===== src/rtl/rrte_pkg.sv =====
package rrte_pkg;

  localparam int TABLE_DEPTH_DEF = 32;
  localparam int MAX_RESULTS     = 32;
  localparam int TIMER_W         = 4;
  localparam int CFG_IDX_W       = 2;

  localparam logic [4:0] METRIC_INF = 5'd16;

  localparam logic [CFG_IDX_W-1:0] CFG_FRESH_TIMER  = 2'd0;
  localparam logic [CFG_IDX_W-1:0] CFG_POISON_TIMER = 2'd1;

  localparam logic [TIMER_W-1:0] FRESH_TIMER_RST  = 4'd10;
  localparam logic [TIMER_W-1:0] POISON_TIMER_RST = 4'd5;

  localparam logic [1:0] STAT_LIVE = 2'd1;
  localparam logic [1:0] STAT_DEAD = 2'd2;

  localparam logic [2:0] OC_ADDED     = 3'd0;
  localparam logic [2:0] OC_REFRESHED = 3'd1;
  localparam logic [2:0] OC_POISONED  = 3'd2;
  localparam logic [2:0] OC_REPLACED  = 3'd3;
  localparam logic [2:0] OC_IGNORED   = 3'd4;
  localparam logic [2:0] OC_FULL      = 3'd5;
  localparam logic [2:0] OC_ADV_ENTRY = 3'd6;
  localparam logic [2:0] OC_ADV_EMPTY = 3'd7;

  typedef struct packed {
    logic        kind;
    logic [31:0] dest_ip;
    logic [31:0] subnet_mask;
    logic [4:0]  metric_in;
    logic [31:0] sender_ip;
    logic [1:0]  port_in;
  } in_word_t;

  typedef struct packed {
    logic [2:0]  outcome;
    logic [31:0] adv_ip;
    logic [31:0] adv_mask;
    logic [4:0]  adv_metric;
    logic        last;
  } out_word_t;

  typedef struct packed {
    logic [31:0]        dest;
    logic [31:0]        mask;
    logic [4:0]         metric;
    logic [1:0]         port;
    logic [31:0]        next_hop;
    logic [1:0]         status;
    logic [TIMER_W-1:0] timer;
  } route_entry_t;

  typedef struct packed {
    logic [TIMER_W-1:0] fresh;
    logic [TIMER_W-1:0] poison;
  } timers_t;

endpackage


===== src/rtl/rrte_mem.sv =====
module rrte_mem #(
  parameter int DEPTH = rrte_pkg::TABLE_DEPTH_DEF,
  localparam int AW = $clog2(DEPTH)
) (
  input  logic                  clk,
  input  logic                  rd_en,
  input  logic [AW-1:0]         rd_addr,
  output rrte_pkg::route_entry_t rd_data,
  input  logic                  wr_en,
  input  logic [AW-1:0]         wr_addr,
  input  rrte_pkg::route_entry_t wr_data
);
  import rrte_pkg::*;

  route_entry_t mem [DEPTH];

  always_ff @(posedge clk) begin
    if (wr_en) begin
      mem[wr_addr] <= wr_data;
    end
    if (rd_en) begin
      rd_data <= mem[rd_addr];
    end
  end

endmodule


===== src/rtl/rrte_seq.sv =====
module rrte_seq #(
  parameter int DEPTH = rrte_pkg::TABLE_DEPTH_DEF,
  localparam int AW = $clog2(DEPTH),
  localparam int CW = $clog2(DEPTH + 1),
  localparam int KW = $clog2(rrte_pkg::MAX_RESULTS + 1)
) (
  input  logic                   clk,
  input  logic                   rst_n,
  input  logic                   in_valid,
  output logic                   in_stall,
  input  rrte_pkg::in_word_t     in_data,
  output logic                   out_valid,
  input  logic                   out_stall,
  output rrte_pkg::out_word_t    out_data,
  input  rrte_pkg::timers_t      timers,
  output logic                   mem_rd_en,
  output logic [AW-1:0]          mem_rd_addr,
  input  rrte_pkg::route_entry_t mem_rd_data,
  output logic                   mem_wr_en,
  output logic [AW-1:0]          mem_wr_addr,
  output rrte_pkg::route_entry_t mem_wr_data
);
  import rrte_pkg::*;

  typedef enum logic [2:0] {S_IDLE, S_SRCH, S_DEC, S_ADV, S_ADV_END} state_t;

  state_t       state_r, state_nxt;
  in_word_t     item_r, item_nxt;
  logic [AW-1:0] idx_r, idx_nxt;
  logic         hit_r, hit_nxt;
  logic [CW-1:0] count_r, count_nxt;
  logic [KW-1:0] k_r, k_nxt;
  out_word_t    held_r, held_nxt;
  logic         held_v_r, held_v_nxt;
  logic         out_valid_r, out_valid_nxt;
  out_word_t    out_r, out_nxt;

  logic         out_free;
  logic         load;
  out_word_t    load_word;
  logic         idx_last;
  logic [AW-1:0] idx_inc;
  logic         qual;
  logic [4:0]   adv_met;
  route_entry_t e;

  assign e        = mem_rd_data;
  assign out_free = !out_valid_r || !out_stall;
  assign idx_last = (CW'(idx_r) + CW'(1)) == count_r;
  assign idx_inc  = idx_r + AW'(1);
  assign qual     = e.port != item_r.port_in;
  assign adv_met  = (e.metric >= METRIC_INF) ? METRIC_INF : e.metric + 5'd1;
  assign in_stall = state_r != S_IDLE;

  always_comb begin
    state_nxt   = state_r;
    item_nxt    = item_r;
    idx_nxt     = idx_r;
    hit_nxt     = hit_r;
    count_nxt   = count_r;
    k_nxt       = k_r;
    held_nxt    = held_r;
    held_v_nxt  = held_v_r;
    mem_rd_en   = 1'b0;
    mem_rd_addr = '0;
    mem_wr_en   = 1'b0;
    mem_wr_addr = idx_r;
    mem_wr_data = e;
    load        = 1'b0;
    load_word   = '0;

    unique case (state_r)
      S_IDLE: begin
        if (in_valid) begin
          item_nxt = in_data;
          if (in_data.metric_in > METRIC_INF) begin
            item_nxt.metric_in = METRIC_INF;
          end
          idx_nxt    = '0;
          k_nxt      = '0;
          hit_nxt    = 1'b0;
          held_v_nxt = 1'b0;
          if (count_r == '0) begin
            state_nxt = in_data.kind ? S_ADV_END : S_DEC;
          end else begin
            mem_rd_en   = 1'b1;
            mem_rd_addr = '0;
            state_nxt   = in_data.kind ? S_ADV : S_SRCH;
          end
        end
      end

      S_SRCH: begin
        if (e.dest == item_r.dest_ip) begin
          hit_nxt   = 1'b1;
          state_nxt = S_DEC;
        end else if (idx_last) begin
          hit_nxt   = 1'b0;
          state_nxt = S_DEC;
        end else begin
          mem_rd_en   = 1'b1;
          mem_rd_addr = idx_inc;
          idx_nxt     = idx_inc;
        end
      end

      // read data still holds the matched entry here
      S_DEC: begin
        if (out_free) begin
          load           = 1'b1;
          load_word.last = 1'b1;
          state_nxt      = S_IDLE;
          if (hit_r) begin
            if (e.next_hop == item_r.sender_ip) begin
              if (item_r.metric_in == METRIC_INF) begin
                if (e.status == STAT_DEAD) begin
                  load_word.outcome = OC_IGNORED;
                end else begin
                  load_word.outcome  = OC_POISONED;
                  mem_wr_en          = 1'b1;
                  mem_wr_data.metric = METRIC_INF;
                  mem_wr_data.status = STAT_DEAD;
                  mem_wr_data.timer  = timers.poison;
                end
              end else begin
                load_word.outcome  = OC_REFRESHED;
                mem_wr_en          = 1'b1;
                mem_wr_data.metric = item_r.metric_in;
                mem_wr_data.status = STAT_LIVE;
                mem_wr_data.timer  = timers.fresh;
              end
            end else if (item_r.metric_in == METRIC_INF || item_r.metric_in >= e.metric) begin
              load_word.outcome = OC_IGNORED;
            end else begin
              load_word.outcome    = OC_REPLACED;
              mem_wr_en            = 1'b1;
              mem_wr_data.metric   = item_r.metric_in;
              mem_wr_data.port     = item_r.port_in;
              mem_wr_data.next_hop = item_r.sender_ip;
              mem_wr_data.status   = STAT_LIVE;
              mem_wr_data.timer    = timers.fresh;
            end
          end else if (item_r.metric_in == METRIC_INF) begin
            load_word.outcome = OC_IGNORED;
          end else if (count_r == CW'(DEPTH)) begin
            load_word.outcome = OC_FULL;
          end else begin
            load_word.outcome = OC_ADDED;
            mem_wr_en         = 1'b1;
            mem_wr_addr       = count_r[AW-1:0];
            mem_wr_data.dest     = item_r.dest_ip;
            mem_wr_data.mask     = item_r.subnet_mask;
            mem_wr_data.metric   = item_r.metric_in;
            mem_wr_data.port     = item_r.port_in;
            mem_wr_data.next_hop = item_r.sender_ip;
            mem_wr_data.status   = STAT_LIVE;
            mem_wr_data.timer    = timers.fresh;
            count_nxt            = count_r + CW'(1);
          end
        end
      end

      // one entry held back so the final word can carry last
      S_ADV: begin
        if (!(qual && held_v_r && !out_free)) begin
          if (qual) begin
            if (held_v_r) begin
              load      = 1'b1;
              load_word = held_r;
            end
            held_nxt.outcome    = OC_ADV_ENTRY;
            held_nxt.adv_ip     = e.dest;
            held_nxt.adv_mask   = e.mask;
            held_nxt.adv_metric = adv_met;
            held_nxt.last       = 1'b0;
            held_v_nxt          = 1'b1;
            k_nxt               = k_r + KW'(1);
          end
          if (idx_last || (qual && k_r == KW'(MAX_RESULTS - 1))) begin
            state_nxt = S_ADV_END;
          end else begin
            mem_rd_en   = 1'b1;
            mem_rd_addr = idx_inc;
            idx_nxt     = idx_inc;
          end
        end
      end

      S_ADV_END: begin
        if (out_free) begin
          load = 1'b1;
          if (held_v_r) begin
            load_word = held_r;
          end else begin
            load_word.outcome = OC_ADV_EMPTY;
          end
          load_word.last = 1'b1;
          held_v_nxt     = 1'b0;
          state_nxt      = S_IDLE;
        end
      end

      default: begin
        state_nxt = S_IDLE;
      end
    endcase
  end

  assign out_valid_nxt = load || (out_valid_r && out_stall);
  assign out_nxt       = load ? load_word : out_r;
  assign out_valid     = out_valid_r;
  assign out_data      = out_r;

  always_ff @(posedge clk) begin
    if (!rst_n) begin
      state_r     <= S_IDLE;
      count_r     <= '0;
      held_v_r    <= 1'b0;
      out_valid_r <= 1'b0;
    end else begin
      state_r     <= state_nxt;
      count_r     <= count_nxt;
      held_v_r    <= held_v_nxt;
      out_valid_r <= out_valid_nxt;
      item_r      <= item_nxt;
      idx_r       <= idx_nxt;
      hit_r       <= hit_nxt;
      k_r         <= k_nxt;
      held_r      <= held_nxt;
      out_r       <= out_nxt;
    end
  end

  a_count_bound: assert property (@(posedge clk) disable iff (!rst_n)
    count_r <= CW'(DEPTH))
    else $error("route count beyond table depth");

  a_no_rw_overlap: assert property (@(posedge clk) disable iff (!rst_n)
    !(mem_wr_en && mem_rd_en))
    else $error("table read and write in the same cycle");

  a_single_last: assert property (@(posedge clk) disable iff (!rst_n)
    (out_valid_r && out_r.outcome != OC_ADV_ENTRY) |-> out_r.last)
    else $error("update result word without last");

  a_held_scope: assert property (@(posedge clk) disable iff (!rst_n)
    held_v_r |-> (state_r == S_ADV || state_r == S_ADV_END))
    else $error("held advert word outside advert scan");

  a_load_free: assert property (@(posedge clk) disable iff (!rst_n)
    (out_valid_r && out_stall) |=> $stable(out_r))
    else $error("output word overwritten while waiting");

endmodule


===== src/rtl/rip_route_table_engine_top.sv =====
// update word: table entries read from entry 0 until the destination matches or the last route, then one result word
// advert word: table scanned from entry 0 up to the last result, at most one word per table read
// throughput: one word in flight; the next is taken once the last result is in the output register
// one table read per cycle while scanning; output stall holds the advert scan and the update result
// reset: route count cleared, timers back to 10 and 5, table contents left undefined
module rip_route_table_engine_top #(
  parameter int TABLE_DEPTH = rrte_pkg::TABLE_DEPTH_DEF
) (
  input  logic                              clk,
  input  logic                              rst_n,
  input  logic                              in_valid,
  output logic                              in_stall,
  input  rrte_pkg::in_word_t                in_data,
  output logic                              out_valid,
  input  logic                              out_stall,
  output rrte_pkg::out_word_t               out_data,
  input  logic                              cfg_valid,
  output logic                              cfg_ready,
  input  logic [rrte_pkg::CFG_IDX_W-1:0]    cfg_index,
  input  logic [rrte_pkg::TIMER_W-1:0]      cfg_data
);
  import rrte_pkg::*;

  localparam int AW = $clog2(TABLE_DEPTH);

  timers_t      timers_r, timers_nxt;
  logic         mem_rd_en;
  logic [AW-1:0] mem_rd_addr;
  route_entry_t mem_rd_data;
  logic         mem_wr_en;
  logic [AW-1:0] mem_wr_addr;
  route_entry_t mem_wr_data;

  assign cfg_ready = 1'b1;

  always_comb begin
    timers_nxt = timers_r;
    if (cfg_valid && cfg_ready) begin
      unique case (cfg_index)
        CFG_FRESH_TIMER:  timers_nxt.fresh  = cfg_data;
        CFG_POISON_TIMER: timers_nxt.poison = cfg_data;
        default: begin
        end
      endcase
    end
  end

  always_ff @(posedge clk) begin
    if (!rst_n) begin
      timers_r.fresh  <= FRESH_TIMER_RST;
      timers_r.poison <= POISON_TIMER_RST;
    end else begin
      timers_r <= timers_nxt;
    end
  end

  rrte_mem #(.DEPTH(TABLE_DEPTH)) u_mem (
    .clk     (clk),
    .rd_en   (mem_rd_en),
    .rd_addr (mem_rd_addr),
    .rd_data (mem_rd_data),
    .wr_en   (mem_wr_en),
    .wr_addr (mem_wr_addr),
    .wr_data (mem_wr_data)
  );

  rrte_seq #(.DEPTH(TABLE_DEPTH)) u_seq (
    .clk         (clk),
    .rst_n       (rst_n),
    .in_valid    (in_valid),
    .in_stall    (in_stall),
    .in_data     (in_data),
    .out_valid   (out_valid),
    .out_stall   (out_stall),
    .out_data    (out_data),
    .timers      (timers_r),
    .mem_rd_en   (mem_rd_en),
    .mem_rd_addr (mem_rd_addr),
    .mem_rd_data (mem_rd_data),
    .mem_wr_en   (mem_wr_en),
    .mem_wr_addr (mem_wr_addr),
    .mem_wr_data (mem_wr_data)
  );

endmodule

===== config.mk =====
export PLATFORM = sky130hd
export DESIGN_NAME = rip_route_table_engine_top
export DESIGN_NICKNAME = d
export VERILOG_FILES = /design/src/rtl/rrte_pkg.sv /design/src/rtl/rrte_mem.sv /design/src/rtl/rrte_seq.sv /design/src/rtl/rip_route_table_engine_top.sv
export SDC_FILE = /design/constraint.sdc
export NUM_CORES = 2
export LEC_CHECK = 0
export BUFFER_PORTS_ARGS = -buffer_cell sky130_fd_sc_hd__buf_4
export CORE_ASPECT_RATIO = 0.8
export CORE_MARGIN = 2
export CORE_UTILIZATION = 35
export DETAILED_ROUTE_END_ITERATION = 8
export GPL_ROUTABILITY_DRIVEN = 0
export GPL_TIMING_DRIVEN = 0
export SLEW_MARGIN = 0
export SYNTH_ARGS = -nofsm -noshare
export SYNTH_HDL_FRONTEND = slang
export SYNTH_HIERARCHICAL = 1
export SYNTH_SLANG_ARGS = --single-unit

===== constraint.sdc =====
create_clock -name clk -period 8.4 [get_ports clk]
set_input_delay 0.84 -clock clk [delete_from_list [all_inputs] [get_ports clk]]
set_output_delay 0.84 -clock clk [all_outputs]
set_load 0.01 [all_outputs]

After elaboration in Yosys (flattened, before gate mapping)
Memory sizes are Yosys's and may differ from the RTL's. A register that Yosys moved wholly into a read port is not among the register bits. Cells that the tools add are included.

Flip-flop bits (word level): 276. Bits in writable memories: 3488. Logic and storage cells: 181. Memories: 1.

$add $sub $neg: 5. Magnitude comparators: 3. Eq/ne operators: 23. Mux-type cells: 92. Bitwise logic cells: 4. Reductions and logical operators: 31.

Memories: u_mem.mem (depth 32, width 109, rd ports 1, clocked after memory_dff 1, wr ports 1, line rrte_mem.sv:15) `route_entry_t mem [DEPTH];`.

Operators by type and width (number): two-way mux 109 bit (4); two-way mux 73 bit (4); case mux 69 bit (2 select lines) (1); two-way mux 45 bit (2); two-way mux 5 bit (17); two-way mux 70 bit (1); equality test 32 bit (2); two-way mux 64 bit (1); two-way mux 3 bit (16); two-way mux 6 bit (6); two-way mux 34 bit (1); two-way mux 1 bit (28); AND reduction 5 bit (4); case mux 5 bit (3 select lines) (1); adder 6 x 1 -> 6 bit (second input constant) (2); case mux 3 bit (4 select lines) (1); case mux 6 bit (2 select lines) (1); adder 5 x 1 -> 5 bit (second input constant) (2); inequality test 2 bit (second input constant) (5); case mux 5 bit (2 select lines) (1); case mux 1 bit (3 select lines) (3); case mux 3 bit (3 select lines) (1); nonzero test 3 bit (3); inequality test 2 x 1 -> 1 bit (second input constant) (4); 30 further kinds (47).

Depth between registers and ports, before layout
Depth in word-level cells: 9. Mapped depth: 17.

Hierarchy
Netlist, hierarchy kept.

By module, submodules not included: rrte_mem (times used 1, cells each 6353, area an instance 135683.9 sq um, seq. area each 108013.6 sq um); rrte_seq (times used 1, cells each 862, area an instance 11832.6 sq um, seq. area each 7937.6 sq um); rip_route_table_engine_top (times used 1, cells each 38, area an instance 380.4 sq um, seq. area each 160.2 sq um).

Worst setup path after synthesis
Ideal clock, no wire load.

Path kind: input to register. Start: input out_stall. End: memory u_mem/mem[28][0] (netlist bit) (enable). Library setup time: 579 ps. Arrival time: 7107 ps. Setup slack: 715 ps. Stages: 9. Cell sequence: a21o_1 -> nor3_1 -> nand2_1 -> buf_2 -> nand2_1 -> o21ai_0 -> or3b_2 -> clkbuf_1 -> nor2_1.

RTL lines: from (decl) (line rip_route_table_engine_top.sv:15) `input logic out_stall,`; zero test 1 bit (line rrte_seq.sv:48) `assign out_free = !out_valid_r || !out_stall;`; logical OR 1 bit (line rrte_seq.sv:48); two-way mux 5 bit (line rrte_seq.sv:109) `if (out_free) begin`; two-way mux 5 bit (line rrte_seq.sv:72) `unique case (state_r)`; named net mem_wr_addr[1] (line rip_route_table_engine_top.sv:31) `logic [AW-1:0] mem_wr_addr;`; to (decl) (line rrte_mem.sv:15).

The timed path passes the listed nets, and every way through them passes these cells.

Worst setup path in the final report
Start: register u_seq/item_r[102] (netlist bit). End: register u_mem/rd_data[91] (netlist name).

Longest elaborated chain between the ends: 3.

Ends and longest elaborated chain: from (decl) (line rrte_seq.sv:28) `in_word_t item_r, item_nxt;`; from (signal assigned) (line rrte_seq.sv:225) `item_r <= item_nxt;`; equality test 32 bit (line rrte_seq.sv:94) `if (e.dest == item_r.dest_ip) begin`; two-way mux 5 bit (line rrte_seq.sv:94); case mux 5 bit (2 select lines) (line rrte_seq.sv:72); named net mem_rd_addr[3] (line rip_route_table_engine_top.sv:28) `logic [AW-1:0] mem_rd_addr;`.

The timed path passes the listed nets, and every way through them passes these cells. A chain may end at the register's enable or synchronous reset.

==> flow_summary.toml <==
[floorplanning]
dieArea_um2 = 412400
fp.dieW_um = 717.5
core_um2 = 405300
io_pins = 191
die_y_um = 574.8
num_rows = 209
initial_utilization_pct = 35.17

[synthesis]
synth_warnings = 6
synth_nets = 7114
netlist_area_um2 = 142500
netlist_instances = 6987
syn_area_per_cell_um2 = 20.40

[critical_path]
crit_slowest_cell = "xnor2_1"
cp_data_required_time_ps = 8680
endpoint_kind = "flip-flop"
crit_chain = "xnor2_1, nand4_1, nor4_1, nand2_1, o211ai_1, nor2_1, buf_2, buf_2, nor2_4, clkbuf_1, nand2_1, nand3_1, nand4_1"
cpPeakStageDelay_ps = 1170
timing.rr.start = "u_seq/item_r[102]$_DFFE_PP_"
path_max_fanout = 10
cp-start-kind = "flip-flop"
setup.worst_path.start = "u_seq/item_r[102]$_DFFE_PP_"
critical_path_class = "flip-flop to flip-flop"
arrival_ps = 8460

[placement]
place_area_um2 = 155500
hpwl_um = 305200
dp_slack_ps = 796.8
dp_cells = 12758
io_buffers = 182

[cts]
clock_sinks = 3733
cts_tree = "done"
cts.root.buffer_cell = "clkbuf_16"
cts_resized = 0
numCtsBuffers = 372
htreeDepth = 5
worstSkewPairLatency_ps = 940
post-cts-setup-buffers = 0
clk_pin_slew_ps = 60
cts.path.max_buffers = 4
cts_hold_buffers = 0

[finish]
instances_no_fill = 13447
drive_gt1_share_pct = 20.63
fin_nets = 7880
syn_to_final_growth_pct = 17.30
fillers = 35047
postLayoutCoreUtil_pct = 41.25
final_cell_area_um2 = 167200

[global_routing]
antenna_found_initial = 36
grt_pass1_wl_um = 599900
grt_pass1_vias = 73580
grt_max_degree = 37
grtUsageTotal_pct = 20.90
grt_overflow = 0

[drt]
drc = 0
wl_per_cell_um = 32.93
vias = 77128
avgViaCountPerCell = 5.736
drtIter0Drc = 11078
drt_wl_total_um = 442800
antenna_left = 0
first_pass_iters = 5

[sta]
min_period_ps = 8185
fmax_ghz = 0.1222
rsz0062_at_grt = "no"
fin_ws_ps = 215.5
maxSlewViolCount = 24
hold-worst-slack_ps = 80.87
setup_tns_ps = 0
report.final.hold_viol_count = 0
tightest_slew_ps = 1624
finalSetupViolations = 0
finClkSkew_ps = 82.72
slew_headroom_pct = -9.252
fin_crit_sh_pct = 97.44

[min_path]
hold_start = "in_data[1]"
hold_path_class = "input port to flip-flop"

[run_status]
violations = "max-capacitance violations, max-slew violations"
status = "complete, but fails checks"

[power]
peakVddDrop_uv = 195.2
p_per_area_nw_per_um2 = 227.8
total_power_mw = 38.08
power.leakage_nw = 50.54

[run]
cap_violations = 4
[cells in the final DEF (no fill, tap or decap), types with 9 or more instances in the layout]
cell type  count
nand3_1      220
clkbuf_2      13
a31oi_1       62
mux2i_1      838
nand4_1       58
buf_12       157
buf_16        47
nor4_1        10
mux2_2        68
mux4_2       421
bufinv_16     30
buf_2        133
o21ai_0        9
nor2_1        48
clkinv_2      72
xor2_1        40
ha_1          12
clkinv_1      78
xnor2_1       44
clkbuf_1     245
a22oi_1      554
a22o_1        63
nor2_4        34
dfxtp_1       11
clkbuf_16    376
nand2_1      137
buf_4        233
inv_1         18
a21oi_1       22
buf_1         11
and2_1        93
buf_6         22
diode_2       16
inv_6         11
edfxtp_1    3722
nor2b_1       22
[power breakdown]
part | internal (mW) | switching [mW]
clock network | 9.19 | 6.99
logic | 0.261 | 0.797
registers | 20.7 | 0.0887
total | 30.2 | 7.88
[final timing paths]
kind	to	cells after the start	slack, ps
setup / recovery	u_mem/rd_data[91]$_DFFE_PP_	13	220
hold / removal	u_seq/item_r[1]$_DFFE_PP_	1	80
setup reg to reg	u_mem/rd_data[91]$_DFFE_PP_	13	220
hold reg to reg	u_seq/held_r[35]$_DFFE_PP_	0	450
[metal layers]
metal	wire length, µm	track usage (%)	vias to the layer above
li1	-	-	30496
met1	181500	30.42	40979
met2	188400	29.76	4844
met3	52570	5.427	783
met4	20130	8.526	26
met5	166	0	-
[worst max-delay path, delay by kind of cell, from the launching register on]
family / cells / cell delay, ps
xor+xnor: 1 / 1170
buf+inv: 3 / 1620
simple gates: 8 / 3390
flops: 1 / 460
compound gates: 1 / 810
[final cells by class]
class	instances	area, µm²	share of cell area, %
Buffer	392	1992	1.191
Inverter	18	67.56	0.04041
Clock buffer	460	9764	5.840
Multi-Input combinational cell	2844	28820	17.24
Tap cell	5380	6731	4.026
Sequential cell	3733	112000	66.98
Antenna cell	16	40.04	0.02395
Timing Repair Buffer	392	5873	3.513
Clock inverter	212	1921	1.149
[registers in the layout (all words and copies together) (netlist names)]
| name | cells |
|---|---|
| u_mem/mem | 3360 |
| u_seq/held_v_r | 1 |
| u_seq/held_r | 69 |
| u_seq/out_data | 73 |
| u_seq/k_r | 6 |
| u_mem/rd_data | 105 |
| u_seq/item_r | 103 |
| u_seq/count_r | 6 |
| u_seq/state_r | 3 |
| u_seq/hit_r | 1 |
| u_seq/out_valid | 1 |
| u_seq/idx_r | 5 |
No activity file was read; power rests on OpenSTA's default activity.
